$ cat src/design/mcra_pkg.sv
package mcra_pkg;

   localparam int NUM_CH       = 3;
   localparam int SAMPLE_W     = 16;
   localparam int STATUS_W     = 2;
   localparam int WINDOW_DEPTH = 8;
   localparam int QUEUE_DEPTH  = 2;

   localparam logic [STATUS_W-1:0] STATUS_OK    = 2'd0;
   localparam logic [STATUS_W-1:0] STATUS_STALE = 2'd1;
   localparam logic [STATUS_W-1:0] STATUS_FAULT = 2'd2;

   localparam logic [1:0] FAILED_NONE = 2'd3;

   typedef struct packed {
      logic                                 stale;
      logic                                 fault;
      logic [1:0]                           nch;
      logic [NUM_CH-1:0][SAMPLE_W-1:0]      sample;
   } cmd_type;

endpackage

$ cat src/design/mcra_channels.sv
interface mcra_req_if;
   logic                          valid;
   logic                          ready;
   logic [mcra_pkg::SAMPLE_W-1:0] sample_ch0;
   logic [mcra_pkg::SAMPLE_W-1:0] sample_ch1;
   logic [mcra_pkg::SAMPLE_W-1:0] sample_ch2;
   logic [1:0]                    failed_channel;

   modport source (output valid, sample_ch0, sample_ch1, sample_ch2, failed_channel,
                   input ready);
   modport sink   (input valid, sample_ch0, sample_ch1, sample_ch2, failed_channel,
                   output ready);
endinterface

interface mcra_rsp_if;
   logic                          valid;
   logic                          ready;
   logic [mcra_pkg::STATUS_W-1:0] status;
   logic [mcra_pkg::SAMPLE_W-1:0] average_ch0;
   logic [mcra_pkg::SAMPLE_W-1:0] average_ch1;
   logic [mcra_pkg::SAMPLE_W-1:0] average_ch2;
   logic [mcra_pkg::SAMPLE_W-1:0] last_raw_ch0;
   logic [mcra_pkg::SAMPLE_W-1:0] last_raw_ch1;
   logic [mcra_pkg::SAMPLE_W-1:0] last_raw_ch2;
   logic [mcra_pkg::NUM_CH-1:0]   valid_mask;
   logic                          fault_flag;

   modport source (output valid, status, average_ch0, average_ch1, average_ch2,
                   last_raw_ch0, last_raw_ch1, last_raw_ch2, valid_mask, fault_flag,
                   input ready);
   modport sink   (input valid, status, average_ch0, average_ch1, average_ch2,
                   last_raw_ch0, last_raw_ch1, last_raw_ch2, valid_mask, fault_flag,
                   output ready);
endinterface

interface mcra_csr_if;
   logic valid;
   logic ready;
   logic device_ready;

   modport source (output valid, device_ready, input ready);
   modport sink   (input valid, device_ready, output ready);
endinterface

$ cat src/design/mcra_front.sv
module mcra_front (
   input  logic                  clock,
   input  logic                  reset,
   mcra_req_if.sink              req_ch,
   mcra_csr_if.sink              csr_ch,
   output logic                  push_valid,
   input  logic                  push_ready,
   output mcra_pkg::cmd_type     push_cmd
);

   logic dev_ready_ff;
   logic dev_ready_in;

   assign csr_ch.ready = 1'b1;

   always_comb begin
      dev_ready_in = dev_ready_ff;
      if (csr_ch.valid) begin
         dev_ready_in = csr_ch.device_ready;
      end
   end

   always_ff @(posedge clock) begin
      if (reset) begin
         dev_ready_ff <= 1'b0;
      end else begin
         dev_ready_ff <= dev_ready_in;
      end
   end

   // classify: stale, or number of channels to update and whether a fault ends the poll
   always_comb begin
      push_cmd.stale     = !dev_ready_ff;
      push_cmd.fault     = (req_ch.failed_channel != mcra_pkg::FAILED_NONE);
      push_cmd.nch       = push_cmd.fault ? req_ch.failed_channel : 2'(mcra_pkg::NUM_CH);
      push_cmd.sample[0] = req_ch.sample_ch0;
      push_cmd.sample[1] = req_ch.sample_ch1;
      push_cmd.sample[2] = req_ch.sample_ch2;
   end

   assign push_valid   = req_ch.valid;
   assign req_ch.ready = push_ready;

endmodule

$ cat src/design/mcra_queue.sv
module mcra_queue (
   input  logic                  clock,
   input  logic                  reset,
   input  logic                  push_valid,
   output logic                  push_ready,
   input  mcra_pkg::cmd_type     push_cmd,
   output logic                  pop_valid,
   input  logic                  pop_ready,
   output mcra_pkg::cmd_type     pop_cmd
);

   localparam int PW = $clog2(mcra_pkg::QUEUE_DEPTH);
   localparam int NW = $clog2(mcra_pkg::QUEUE_DEPTH + 1);
   localparam logic [NW-1:0] FULL_LEVEL = NW'(mcra_pkg::QUEUE_DEPTH);
   localparam logic [PW-1:0] LAST_PTR   = PW'(mcra_pkg::QUEUE_DEPTH - 1);

   mcra_pkg::cmd_type entry_ff [mcra_pkg::QUEUE_DEPTH];
   logic [PW-1:0]     wptr_ff, wptr_in;
   logic [PW-1:0]     rptr_ff, rptr_in;
   logic [NW-1:0]     level_ff, level_in;
   logic              do_push, do_pop;

   assign push_ready = (level_ff != FULL_LEVEL);
   assign pop_valid  = (level_ff != '0);
   assign pop_cmd    = entry_ff[rptr_ff];
   assign do_push    = push_valid && push_ready;
   assign do_pop     = pop_valid && pop_ready;

   always_comb begin
      wptr_in  = wptr_ff;
      rptr_in  = rptr_ff;
      level_in = level_ff;
      if (do_push) begin
         wptr_in = (wptr_ff == LAST_PTR) ? '0 : PW'(wptr_ff + 1'b1);
      end
      if (do_pop) begin
         rptr_in = (rptr_ff == LAST_PTR) ? '0 : PW'(rptr_ff + 1'b1);
      end
      if (do_push && !do_pop) begin
         level_in = NW'(level_ff + 1'b1);
      end else if (do_pop && !do_push) begin
         level_in = NW'(level_ff - 1'b1);
      end
   end

   always_ff @(posedge clock) begin
      if (reset) begin
         wptr_ff  <= '0;
         rptr_ff  <= '0;
         level_ff <= '0;
      end else begin
         wptr_ff  <= wptr_in;
         rptr_ff  <= rptr_in;
         level_ff <= level_in;
      end
   end

   always_ff @(posedge clock) begin
      if (do_push) begin
         entry_ff[wptr_ff] <= push_cmd;
      end
   end

endmodule

$ cat src/design/mcra_div.sv
module mcra_div #(
   parameter int DividendW = 19,
   parameter int DivisorW  = 4
) (
   input  logic                             clock,
   input  logic                             reset,
   input  logic                             start,
   input  logic [DividendW-1:0]             dividend,
   input  logic [DivisorW-1:0]              divisor,
   output logic                             done,
   output logic [mcra_pkg::SAMPLE_W-1:0]    quotient
);

   localparam int KW = $clog2(DividendW + 1);

   logic [DividendW-1:0] dvd_ff, dvd_in;
   logic [DivisorW-1:0]  dvs_ff, dvs_in;
   logic [DivisorW-1:0]  rem_ff, rem_in;
   logic [KW-1:0]        cnt_ff, cnt_in;
   logic                 busy_ff, busy_in;
   logic                 done_ff, done_in;
   logic [DivisorW:0]    trial;
   logic                 fits;

   assign trial = {rem_ff, dvd_ff[DividendW-1]};
   assign fits  = (trial >= {1'b0, dvs_ff});

   always_comb begin
      dvd_in  = dvd_ff;
      dvs_in  = dvs_ff;
      rem_in  = rem_ff;
      cnt_in  = cnt_ff;
      busy_in = busy_ff;
      done_in = 1'b0;
      if (start) begin
         dvd_in  = dividend;
         dvs_in  = divisor;
         rem_in  = '0;
         cnt_in  = KW'(DividendW);
         busy_in = 1'b1;
      end else if (busy_ff) begin
         rem_in = fits ? DivisorW'(trial - {1'b0, dvs_ff}) : trial[DivisorW-1:0];
         dvd_in = {dvd_ff[DividendW-2:0], fits};
         cnt_in = KW'(cnt_ff - 1'b1);
         if (cnt_ff == KW'(1)) begin
            busy_in = 1'b0;
            done_in = 1'b1;
         end
      end
   end

   always_ff @(posedge clock) begin
      if (reset) begin
         busy_ff <= 1'b0;
         done_ff <= 1'b0;
      end else begin
         busy_ff <= busy_in;
         done_ff <= done_in;
      end
      dvd_ff <= dvd_in;
      dvs_ff <= dvs_in;
      rem_ff <= rem_in;
      cnt_ff <= cnt_in;
   end

   assign done     = done_ff;
   assign quotient = dvd_ff[mcra_pkg::SAMPLE_W-1:0];

endmodule

$ cat src/design/mcra_back.sv
module mcra_back #(
   parameter int Depth = mcra_pkg::WINDOW_DEPTH
) (
   input  logic                  clock,
   input  logic                  reset,
   input  logic                  cmd_valid,
   output logic                  cmd_ready,
   input  mcra_pkg::cmd_type     cmd,
   mcra_rsp_if.source            rsp_ch
);

   localparam int NCH  = mcra_pkg::NUM_CH;
   localparam int SMW  = mcra_pkg::SAMPLE_W;
   localparam int CW   = $clog2(Depth + 1);
   localparam int SW   = (Depth > 1) ? $clog2(Depth) : 1;
   localparam int EN   = NCH * Depth;
   localparam int AW   = $clog2(EN);
   localparam int SUMW = SMW + CW;
   localparam logic [CW-1:0] DEPTH_CNT = CW'(Depth);
   localparam logic [SW-1:0] LAST_SLOT = SW'(Depth - 1);

   typedef enum logic [2:0] {
      ST_IDLE, ST_WRITE, ST_SUM, ST_DIV_START, ST_DIV_WAIT, ST_FINISH, ST_EMIT
   } state_type;

   state_type                         state_ff, state_in;
   mcra_pkg::cmd_type                 cmd_ff, cmd_in;
   logic [1:0]                        ch_ff, ch_in;
   logic [CW-1:0]                     idx_ff, idx_in;
   logic                              pend_ff, pend_in;
   logic [SUMW-1:0]                   sum_ff, sum_in;
   logic [SW-1:0]                     slot_ff, slot_in;
   logic [CW-1:0]                     cnt_ff [NCH];
   logic [CW-1:0]                     cnt_in [NCH];
   logic [SMW-1:0]                    raw_ff [NCH];
   logic [SMW-1:0]                    raw_in [NCH];
   logic [SMW-1:0]                    avg_ff [NCH];
   logic [SMW-1:0]                    avg_in [NCH];
   logic [NCH-1:0]                    chv_ff, chv_in;
   logic                              fault_ff, fault_in;
   logic [mcra_pkg::STATUS_W-1:0]     status_ff, status_in;
   logic [EN-1:0]                     hvld_ff, hvld_in;
   logic                              rdok_ff;
   logic [SMW-1:0]                    rdata_ff;
   logic [SMW-1:0]                    hist_mem [EN];

   logic                              rsp_valid_ff, rsp_valid_in;
   logic                              rsp_load;
   logic [mcra_pkg::STATUS_W-1:0]     rsp_status_ff;
   logic [SMW-1:0]                    rsp_avg_ff [NCH];
   logic [SMW-1:0]                    rsp_raw_ff [NCH];
   logic [NCH-1:0]                    rsp_mask_ff;
   logic                              rsp_fault_ff;

   logic [SMW-1:0]                    cur_raw;
   logic [CW-1:0]                     cur_cnt;
   logic [AW-1:0]                     base_addr, wr_addr, rd_addr;
   logic                              mem_we;
   logic                              div_start, div_done;
   logic [SMW-1:0]                    div_quot;

   assign cur_raw   = cmd_ff.sample[ch_ff];
   assign cur_cnt   = cnt_ff[ch_ff];
   assign base_addr = AW'(AW'(ch_ff) * AW'(Depth));
   assign wr_addr   = AW'(base_addr + AW'(slot_ff));
   assign rd_addr   = AW'(base_addr + AW'(idx_ff));
   assign mem_we    = (state_ff == ST_WRITE);

   mcra_div #(
      .DividendW (SUMW),
      .DivisorW  (CW)
   ) u_div (
      .clock    (clock),
      .reset    (reset),
      .start    (div_start),
      .dividend (sum_ff),
      .divisor  (cur_cnt),
      .done     (div_done),
      .quotient (div_quot)
   );

   always_comb begin
      state_in     = state_ff;
      cmd_in       = cmd_ff;
      ch_in        = ch_ff;
      idx_in       = idx_ff;
      pend_in      = pend_ff;
      sum_in       = sum_ff;
      slot_in      = slot_ff;
      cnt_in       = cnt_ff;
      raw_in       = raw_ff;
      avg_in       = avg_ff;
      chv_in       = chv_ff;
      fault_in     = fault_ff;
      status_in    = status_ff;
      hvld_in      = hvld_ff;
      rsp_valid_in = rsp_valid_ff;
      rsp_load     = 1'b0;
      cmd_ready    = 1'b0;
      div_start    = 1'b0;

      if (rsp_valid_ff && rsp_ch.ready) begin
         rsp_valid_in = 1'b0;
      end

      case (state_ff)
         ST_IDLE: begin
            cmd_ready = 1'b1;
            if (cmd_valid) begin
               cmd_in = cmd;
               ch_in  = '0;
               if (cmd.stale) begin
                  status_in = mcra_pkg::STATUS_STALE;
                  state_in  = ST_EMIT;
               end else if (cmd.nch == '0) begin
                  state_in = ST_FINISH;
               end else begin
                  state_in = ST_WRITE;
               end
            end
         end
         ST_WRITE: begin
            cnt_in[ch_ff]    = (cur_cnt == DEPTH_CNT) ? cur_cnt : CW'(cur_cnt + 1'b1);
            raw_in[ch_ff]    = cur_raw;
            chv_in[ch_ff]    = 1'b1;
            hvld_in[wr_addr] = 1'b1;
            idx_in           = '0;
            pend_in          = 1'b0;
            sum_in           = '0;
            state_in         = ST_SUM;
         end
         ST_SUM: begin
            // one read issued per cycle, data accumulated in the next cycle
            pend_in = (idx_ff != cur_cnt);
            if (idx_ff != cur_cnt) begin
               idx_in = CW'(idx_ff + 1'b1);
            end
            if (pend_ff && rdok_ff) begin
               sum_in = SUMW'(sum_ff + SUMW'(rdata_ff));
            end
            if (idx_ff == cur_cnt && !pend_ff) begin
               state_in = ST_DIV_START;
            end
         end
         ST_DIV_START: begin
            div_start = 1'b1;
            state_in  = ST_DIV_WAIT;
         end
         ST_DIV_WAIT: begin
            if (div_done) begin
               avg_in[ch_ff] = div_quot;
               if (2'(ch_ff + 1'b1) == cmd_ff.nch) begin
                  state_in = ST_FINISH;
               end else begin
                  ch_in    = 2'(ch_ff + 1'b1);
                  state_in = ST_WRITE;
               end
            end
         end
         ST_FINISH: begin
            if (cmd_ff.fault) begin
               fault_in  = 1'b1;
               status_in = mcra_pkg::STATUS_FAULT;
            end else begin
               fault_in  = 1'b0;
               slot_in   = (slot_ff == LAST_SLOT) ? '0 : SW'(slot_ff + 1'b1);
               status_in = mcra_pkg::STATUS_OK;
            end
            state_in = ST_EMIT;
         end
         ST_EMIT: begin
            if (!rsp_valid_ff || rsp_ch.ready) begin
               rsp_load     = 1'b1;
               rsp_valid_in = 1'b1;
               state_in     = ST_IDLE;
            end
         end
         default: begin
            state_in = ST_IDLE;
         end
      endcase
   end

   always_ff @(posedge clock) begin
      if (reset) begin
         state_ff     <= ST_IDLE;
         ch_ff        <= '0;
         idx_ff       <= '0;
         pend_ff      <= 1'b0;
         slot_ff      <= '0;
         chv_ff       <= '0;
         fault_ff     <= 1'b0;
         hvld_ff      <= '0;
         rdok_ff      <= 1'b0;
         rsp_valid_ff <= 1'b0;
         for (int k = 0; k < NCH; k++) begin
            cnt_ff[k] <= '0;
            raw_ff[k] <= '0;
            avg_ff[k] <= '0;
         end
      end else begin
         state_ff     <= state_in;
         ch_ff        <= ch_in;
         idx_ff       <= idx_in;
         pend_ff      <= pend_in;
         slot_ff      <= slot_in;
         chv_ff       <= chv_in;
         fault_ff     <= fault_in;
         hvld_ff      <= hvld_in;
         rdok_ff      <= hvld_ff[rd_addr];
         rsp_valid_ff <= rsp_valid_in;
         cnt_ff       <= cnt_in;
         raw_ff       <= raw_in;
         avg_ff       <= avg_in;
      end
      cmd_ff    <= cmd_in;
      sum_ff    <= sum_in;
      status_ff <= status_in;
      if (rsp_load) begin
         rsp_status_ff <= status_ff;
         rsp_avg_ff    <= avg_ff;
         rsp_raw_ff    <= raw_ff;
         rsp_mask_ff   <= chv_ff;
         rsp_fault_ff  <= fault_ff;
      end
   end

   always_ff @(posedge clock) begin
      if (mem_we) begin
         hist_mem[wr_addr] <= cur_raw;
      end
      rdata_ff <= hist_mem[rd_addr];
   end

   assign rsp_ch.valid        = rsp_valid_ff;
   assign rsp_ch.status       = rsp_status_ff;
   assign rsp_ch.average_ch0  = rsp_avg_ff[0];
   assign rsp_ch.average_ch1  = rsp_avg_ff[1];
   assign rsp_ch.average_ch2  = rsp_avg_ff[2];
   assign rsp_ch.last_raw_ch0 = rsp_raw_ff[0];
   assign rsp_ch.last_raw_ch1 = rsp_raw_ff[1];
   assign rsp_ch.last_raw_ch2 = rsp_raw_ff[2];
   assign rsp_ch.valid_mask   = rsp_mask_ff;
   assign rsp_ch.fault_flag   = rsp_fault_ff;

`ifndef SYNTHESIS
   a_cnt_bound: assert property (@(posedge clock) disable iff (reset)
      cnt_ff[0] <= DEPTH_CNT && cnt_ff[1] <= DEPTH_CNT && cnt_ff[2] <= DEPTH_CNT)
      else $error("fill count above window depth");

   a_write_ch: assert property (@(posedge clock) disable iff (reset)
      state_ff == ST_WRITE |-> ch_ff < cmd_ff.nch && !cmd_ff.stale)
      else $error("channel update past failing channel");

   a_sum_idx: assert property (@(posedge clock) disable iff (reset)
      state_ff == ST_SUM |-> idx_ff <= cur_cnt && cur_cnt != '0)
      else $error("sum index out of window");

   a_slot_adv: assert property (@(posedge clock) disable iff (reset)
      state_ff == ST_FINISH && !cmd_ff.fault |=>
         !fault_ff && slot_ff == (($past(slot_ff) == LAST_SLOT) ? '0
                                  : SW'($past(slot_ff) + 1'b1)))
      else $error("write slot did not advance on clean poll");
`endif

endmodule

$ cat src/design/multi_channel_rolling_average_top.sv
// Three-channel rolling average with warm-up.
// req_ch: one word per poll, three 16-bit samples and the failed channel (3 = none).
// rsp_ch: one word per poll, status, stored averages, last raw samples, valid mask
//   and fault flag after that poll.
// csr_ch: writes device_ready; always ready. Write it only while the block is idle.
// Polls enter a two-word queue; while a result waits, the back end holds one more
//   word and the queue two, so three words are taken before req_ch.ready drops.
// Each updated channel takes one history write, one memory read per filled entry,
//   then a one-bit-per-cycle divider over SUM_W = 16 + clog2(depth+1) bits. The
//   history memory's single read port and the serial divider set the poll's length.
// Reset clears history (per-entry valid bits), counts, slot, stored values and
//   device_ready; no clearing pass is needed.
// A stalled receiver holds the result in the output register; the back end then
//   waits and the queue fills, after which req_ch.ready drops.
module multi_channel_rolling_average_top #(
   parameter int WindowDepth = mcra_pkg::WINDOW_DEPTH
) (
   input  logic          clock,
   input  logic          reset,
   mcra_req_if.sink      req_ch,
   mcra_rsp_if.source    rsp_ch,
   mcra_csr_if.sink      csr_ch
);

   logic              push_valid, push_ready;
   logic              pop_valid, pop_ready;
   mcra_pkg::cmd_type push_cmd, pop_cmd;

   mcra_front u_front (
      .clock      (clock),
      .reset      (reset),
      .req_ch     (req_ch),
      .csr_ch     (csr_ch),
      .push_valid (push_valid),
      .push_ready (push_ready),
      .push_cmd   (push_cmd)
   );

   mcra_queue u_queue (
      .clock      (clock),
      .reset      (reset),
      .push_valid (push_valid),
      .push_ready (push_ready),
      .push_cmd   (push_cmd),
      .pop_valid  (pop_valid),
      .pop_ready  (pop_ready),
      .pop_cmd    (pop_cmd)
   );

   mcra_back #(
      .Depth (WindowDepth)
   ) u_back (
      .clock     (clock),
      .reset     (reset),
      .cmd_valid (pop_valid),
      .cmd_ready (pop_ready),
      .cmd       (pop_cmd),
      .rsp_ch    (rsp_ch)
   );

endmodule
$ cat src/flat_wrapper.sv
// flat-port wrapper written by rule: the top's interface ports become plain ports
module multi_channel_rolling_average_top_flat 
#(
   parameter int WindowDepth = mcra_pkg::WINDOW_DEPTH
)
  (clock, reset, req_ch_valid, req_ch_sample_ch0, req_ch_sample_ch1, req_ch_sample_ch2, req_ch_failed_channel, req_ch_ready, rsp_ch_valid, rsp_ch_status, rsp_ch_average_ch0, rsp_ch_average_ch1, rsp_ch_average_ch2, rsp_ch_last_raw_ch0, rsp_ch_last_raw_ch1, rsp_ch_last_raw_ch2, rsp_ch_valid_mask, rsp_ch_fault_flag, rsp_ch_ready, csr_ch_valid, csr_ch_device_ready, csr_ch_ready);
  mcra_req_if req_ch_i ();
  mcra_rsp_if rsp_ch_i ();
  mcra_csr_if csr_ch_i ();
  input  logic clock;
  input  logic reset;
  input wire logic [$bits(req_ch_i.valid)-1:0] req_ch_valid;
  input wire logic [$bits(req_ch_i.sample_ch0)-1:0] req_ch_sample_ch0;
  input wire logic [$bits(req_ch_i.sample_ch1)-1:0] req_ch_sample_ch1;
  input wire logic [$bits(req_ch_i.sample_ch2)-1:0] req_ch_sample_ch2;
  input wire logic [$bits(req_ch_i.failed_channel)-1:0] req_ch_failed_channel;
  output wire logic [$bits(req_ch_i.ready)-1:0] req_ch_ready;
  output wire logic [$bits(rsp_ch_i.valid)-1:0] rsp_ch_valid;
  output wire logic [$bits(rsp_ch_i.status)-1:0] rsp_ch_status;
  output wire logic [$bits(rsp_ch_i.average_ch0)-1:0] rsp_ch_average_ch0;
  output wire logic [$bits(rsp_ch_i.average_ch1)-1:0] rsp_ch_average_ch1;
  output wire logic [$bits(rsp_ch_i.average_ch2)-1:0] rsp_ch_average_ch2;
  output wire logic [$bits(rsp_ch_i.last_raw_ch0)-1:0] rsp_ch_last_raw_ch0;
  output wire logic [$bits(rsp_ch_i.last_raw_ch1)-1:0] rsp_ch_last_raw_ch1;
  output wire logic [$bits(rsp_ch_i.last_raw_ch2)-1:0] rsp_ch_last_raw_ch2;
  output wire logic [$bits(rsp_ch_i.valid_mask)-1:0] rsp_ch_valid_mask;
  output wire logic [$bits(rsp_ch_i.fault_flag)-1:0] rsp_ch_fault_flag;
  input wire logic [$bits(rsp_ch_i.ready)-1:0] rsp_ch_ready;
  input wire logic [$bits(csr_ch_i.valid)-1:0] csr_ch_valid;
  input wire logic [$bits(csr_ch_i.device_ready)-1:0] csr_ch_device_ready;
  output wire logic [$bits(csr_ch_i.ready)-1:0] csr_ch_ready;
  assign req_ch_i.valid = req_ch_valid;
  assign req_ch_i.sample_ch0 = req_ch_sample_ch0;
  assign req_ch_i.sample_ch1 = req_ch_sample_ch1;
  assign req_ch_i.sample_ch2 = req_ch_sample_ch2;
  assign req_ch_i.failed_channel = req_ch_failed_channel;
  assign req_ch_ready = req_ch_i.ready;
  assign rsp_ch_valid = rsp_ch_i.valid;
  assign rsp_ch_status = rsp_ch_i.status;
  assign rsp_ch_average_ch0 = rsp_ch_i.average_ch0;
  assign rsp_ch_average_ch1 = rsp_ch_i.average_ch1;
  assign rsp_ch_average_ch2 = rsp_ch_i.average_ch2;
  assign rsp_ch_last_raw_ch0 = rsp_ch_i.last_raw_ch0;
  assign rsp_ch_last_raw_ch1 = rsp_ch_i.last_raw_ch1;
  assign rsp_ch_last_raw_ch2 = rsp_ch_i.last_raw_ch2;
  assign rsp_ch_valid_mask = rsp_ch_i.valid_mask;
  assign rsp_ch_fault_flag = rsp_ch_i.fault_flag;
  assign rsp_ch_i.ready = rsp_ch_ready;
  assign csr_ch_i.valid = csr_ch_valid;
  assign csr_ch_i.device_ready = csr_ch_device_ready;
  assign csr_ch_ready = csr_ch_i.ready;
  multi_channel_rolling_average_top #(.WindowDepth(WindowDepth)) u_core (.clock(clock), .reset(reset), .req_ch(req_ch_i), .rsp_ch(rsp_ch_i), .csr_ch(csr_ch_i));
endmodule
$ cat config.mk
export PLATFORM = sky130hd
export DESIGN_NAME = multi_channel_rolling_average_top_flat
export DESIGN_NICKNAME = d
export VERILOG_FILES = /design/src/design/mcra_pkg.sv /design/src/design/mcra_channels.sv /design/src/design/mcra_front.sv /design/src/design/mcra_queue.sv /design/src/design/mcra_div.sv /design/src/design/mcra_back.sv /design/src/design/multi_channel_rolling_average_top.sv /design/src/flat_wrapper.sv
export SDC_FILE = /design/constraint.sdc
export NUM_CORES = 1
export LEC_CHECK = 0
export BUFFER_PORTS_ARGS = -buffer_cell sky130_fd_sc_hd__buf_2
export CORE_MARGIN = 2
export CORE_UTILIZATION = 55
export CTS_CLUSTER_SIZE = 12
export DETAILED_ROUTE_END_ITERATION = 8
export PLACE_DENSITY = 0.75
export REMOVE_ABC_BUFFERS = 1
export SLEW_MARGIN = 0
export SYNTH_ARGS = -nofsm -noshare
export SYNTH_HDL_FRONTEND = slang
export SYNTH_HIERARCHICAL = 1
export SYNTH_SLANG_ARGS = --single-unit
$ cat constraint.sdc
create_clock -name clock -period 16.2 [get_ports clock]
set_clock_uncertainty 0.1 [all_clocks]
set_input_delay 4.05 -clock clock [delete_from_list [all_inputs] [get_ports clock]]
set_output_delay 4.05 -clock clock [all_outputs]
set_load 0.02 [all_outputs]
==> impl_metrics.csv <==
group,metric,value,unit
global_routing,globalRoute.totalOverflow,0,
clocking,cts_buffers,88,
critical_path,critical_path_class,"in2reg",
logic_synthesis,yosysTopAreaCell,"edfxtp_1",
detailed_routing,wl_per_cell,22.5,µm
power,comb_power_share,0.151,
layout,fin_util,0.620,
logic_synthesis,synth.cell_area,33600,µm²
critical_path,crit_buf_inv,2,
global_routing,grt_max_degree,84,
floorplan,die-area,63100,µm²
layout,syn_to_final_growth,11.4,%
power,power.switching,1440,µW
floorplan,rows,90,
clocking,clkTransAtPathRegs,60,ps
critical_path,rrSetupSlack,12740,ps
sta,period_minus_slack,5820,ps
detailed_routing,drt_first_pass_iters,6,
sta,slew_viol_final,0,
sta,tns,0,ps
placement,dpl_cell_area,34700,µm²
global_routing,grt_pass1_wl,105000,µm
worst_hold_path,hold_class,"reg2reg",
power,max-vdd-ir-drop,93.2,µV
critical_path,max_stage_delay,950,ps
floorplan,core_area,60400,µm²
critical_path,critical_path_required,16360,ps
sta,finalSetupViolations,0,
sta,slew_headroom,0.163,
critical_path,r2r_cells,5,
power,intPower,4160,µW
logic_synthesis,synth_edf_count,687,
floorplan,initial_utilization,0.557,
clocking,cts.repair.resized,0,
logic_synthesis,yosys_warnings,6,
critical_path,start_kind,"input pin",
global_routing,antenna_found_initial,2,
critical_path,endpoint_kind,"register",
critical_path,r2r_end,"u_core/u_back/hist_mem[15][15]$_DFFE_PP_",
sta,holdWs,325,ps
critical_path,arrival,5980,ps
logic_synthesis,synth.avg_cell_area,16.2,µm²
power,p_sw_frac,0.257,
detailed_routing,drtAntennaViolNets,0,
logic_synthesis,async_reset_ff_frac,0,
layout,drive_above_1_share,0.234,
worst_hold_path,hold_path_end,"u_core/u_back/rsp_ch.average_ch2[6]$_DFFE_PP_",
status,status,"finished clean",
clocking,cts_hold_buf,0,
placement,dp_hpwl,40500,µm
logic_synthesis,ys_seq_area_frac,0.724,
floorplan,fp.dieH,251,µm
critical_path,slowest_stage,"nor2_4",
sta,timing.fmax,172,MHz
logic_synthesis,synth_cell_types,72,
clocking,clkSinkCount,871,
clocking,cts_setup_buffers,0,
logic_synthesis,synth-main-ff-cell,"edfxtp_1",
global_routing,grt_usage,0.218,
power,power.leakage,0.0124,µW
logic_synthesis,synth_top_area_frac,0.614,
detailed_routing,drc,0,
critical_path,timing.rr.start,"u_core/u_back/state_ff[0]$_SDFFE_PP0P_",
power,p_clk_frac,0.340,
critical_path,cp_top_family,"simple AND/OR/NAND/NOR gates",
floorplan,die_w,251,µm
clocking,cts_tree,"built",
clocking,cts_root_buffer,"clkbuf_16",
clocking,htree_levels,3,
layout,final_nets,2284,
sta,rsz0062_at_grt,"no",
placement,port_buffers,159,
worst_hold_path,hp-start,"u_core/u_back/avg_ff[6]$_SDFFE_PP0P_",
clocking,cts.path.max_buffers,3,
global_routing,grt_pass1_vias,18024,
placement,place.gp.congestion,0.874,
detailed_routing,drt-initial-drc-count,1795,
clocking,clk_latency,640,ps
worst_hold_path,hold-path-cell-count,0,
sta,min_period_over_period,0.359,
detailed_routing,viasPerCell,5.85,
logic_synthesis,syn_inst,2069,
logic_synthesis,synth_area_leaders,"edfxtp_1, dfxtp_1, mux4_2",
critical_path,cp_max_fo,54,
sta,tightest_slew,1250,ps
logic_synthesis,ys_ff_latch,871,
sta,final-hold-violation-count,0,
critical_path,path_cells,"buf_2, nor2b_1, nor2_4, buf_4",
job,drv_cap,0,
floorplan,num_io_pins,161,
power,power.density,149,nW/µm²
power,seqPwrFrac,0.509,
detailed_routing,routed_wl,68400,µm
layout,fin_area,37400,µm²
detailed_routing,vias,17787,
## kinds of logic after synthesis
logic type / share of synthesized area
and+or+nand+nor: 0.0581
other: 0.000112
adders and majority gates: 0.0142
AOI/OAI and AO/OA: 0.0465
buffers and inverters: 0.0341
DFF: 0.724
muxes: 0.117
xor gates and xnor gates: 0.00674
## per-stage QoR
step | setup slack (ps) | power, µW | std cells
2_1_floorplan | 7200 | 3480 | 1901
3_3_place_gp | 9830 | 3690 | 2883
3_5_place_dp | 9700 | 3740 | 2883
4_1_cts | 10360 | 5630 | 3039
5_1_grt | 10240 | 5820 | 3040
6_report | 10380 | 5600 | 3040
## placed cells by master, fill, tap and decap left out, types with 5 or more instances in the layout
cell type / Yosys / final
nand2_1: 165 / 165
ha_1: 35 / 35
mux2_1: 8 / 8
buf_2: 24 / 158
o21a_1: 6 / 6
nor2_1: 198 / 196
a21o_1: 5 / 5
inv_1: 39 / 38
clkinv_1: 0 / 5
edfxtp_1: 687 / 687
buf_4: 72 / 42
a31oi_1: 5 / 5
dfxtp_1: 184 / 179
a21oi_1: 99 / 99
mux2_2: 65 / 65
mux4_2: 119 / 119
o21ai_1: 19 / 19
clkbuf_16: 0 / 90
xnor2_1: 13 / 12
clkbuf_8: 0 / 12
nand2b_1: 14 / 14
nand3b_1: 7 / 7
mux2i_1: 39 / 39
nor2b_1: 6 / 6
clkbuf_1: 54 / 39
nor3_1: 15 / 15
and2_1: 10 / 9
a211oi_1: 57 / 57
o21ai_0: 16 / 16
nand3_1: 10 / 10
xor2_1: 11 / 11
## layout make-up
cell class                      instances  area (µm²)
Antenna cell                            1        2.50
Clock buffer                          141        2560
Clock inverter                         15         160
Fill cell                            4170       22900
Inverter                               39         146
Multi-Input combinational cell        991        8160
Sequential cell                       871       24300
Tap cell                              782         978
Timing Repair Buffer                  200        1110
## routing by layer
layer	GRT usage	part of all wire	vias to the layer above
met5	0	0	-
met4	0.0745	0.033	0
met3	0.0392	0.067	155
met2	0.372	0.50	675
met1	0.285	0.40	8983
li1	-	-	7974
## flip-flops by register name, indices dropped and copies added (netlist names), 5 cells and up, named ones only
| signal | flops |
|---|---|
| u_core/u_back/hist_mem | 384 |
| u_core/u_back/avg_ff | 48 |
| u_core/u_queue/entry_ff | 104 |
| u_core/u_back/sum_ff | 20 |
| u_core/u_back/rsp_ch.average_ch1 | 16 |
| u_core/u_back/u_div/cnt_ff | 5 |
| u_core/u_back/hvld_ff | 24 |
| u_core/u_back/cmd_ff | 51 |
| u_core/u_back/rdata_ff | 16 |
| u_core/u_back/rsp_ch.last_raw_ch2 | 16 |
| u_core/u_back/cnt_ff | 12 |
| u_core/u_back/u_div/dvd_ff | 20 |
| u_core/u_back/rsp_ch.average_ch0 | 16 |
| u_core/u_back/rsp_ch.last_raw_ch0 | 16 |
| u_core/u_back/rsp_ch.average_ch2 | 16 |
| u_core/u_back/raw_ff | 48 |
| u_core/u_back/rsp_ch.last_raw_ch1 | 16 |
## power groups by stage
stage	logic (µW)	clock network, µW	registers [µW]
global route	926	2020	2870
CTS	847	1940	2850
finish	843	1900	2850
floorplan	556	0	2920
global placement	803	0	2890
detailed placement	840	0	2900
## worst register-to-register path: cells and delay by family, from the launching register on
kind          cells  cell delay [ps]
buf+inv           1              420
simple gates      4             2090
flops             1              540
## synthesized netlist by cell type (5+ instances only)
master,instances
a211oi_1,57
mux2_1,8
nand2_1,165
mux2_2,65
a31oi_1,5
dfxtp_1,184
o21a_1,6
xor2_1,11
nor3_1,15
a21oi_1,99
nand2b_1,14
nand3b_1,7
buf_6,9
o21ai_1,19
nor2b_1,6
nand3_1,10
ha_1,35
mux4_2,119
buf_2,24
clkbuf_1,54
buf_4,72
edfxtp_1,687
and3_1,5
buf_1,9
mux2i_1,39
and2_1,10
inv_1,39
nor2_1,198
xnor2_1,13
o21ai_0,16
a21o_1,5
## how the worst max path moves through the flow
stage / start / endpoint / slack, ps / depth (start not counted)
after floorplan: rsp_ch_ready / u_core/u_back/rsp_ch.average_ch0[0]$_DFFE_PP_ / 7200 / 2
after global placement: rsp_ch_ready / u_core/u_back/rsp_ch.last_raw_ch0[0]$_DFFE_PP_ / 9830 / 4
after detailed placement: rsp_ch_ready / u_core/u_back/rsp_ch.last_raw_ch1[0]$_DFFE_PP_ / 9700 / 4
after CTS: rsp_ch_ready / u_core/u_back/rsp_ch.valid_mask[1]$_DFFE_PP_ / 10360 / 4
after global routing: rsp_ch_ready / u_core/u_back/rsp_ch.last_raw_ch0[5]$_DFFE_PP_ / 10240 / 4
final: rsp_ch_ready / u_core/u_back/rsp_ch.last_raw_ch0[5]$_DFFE_PP_ / 10380 / 4
Note: power is estimated with default switching activity, not from simulation.
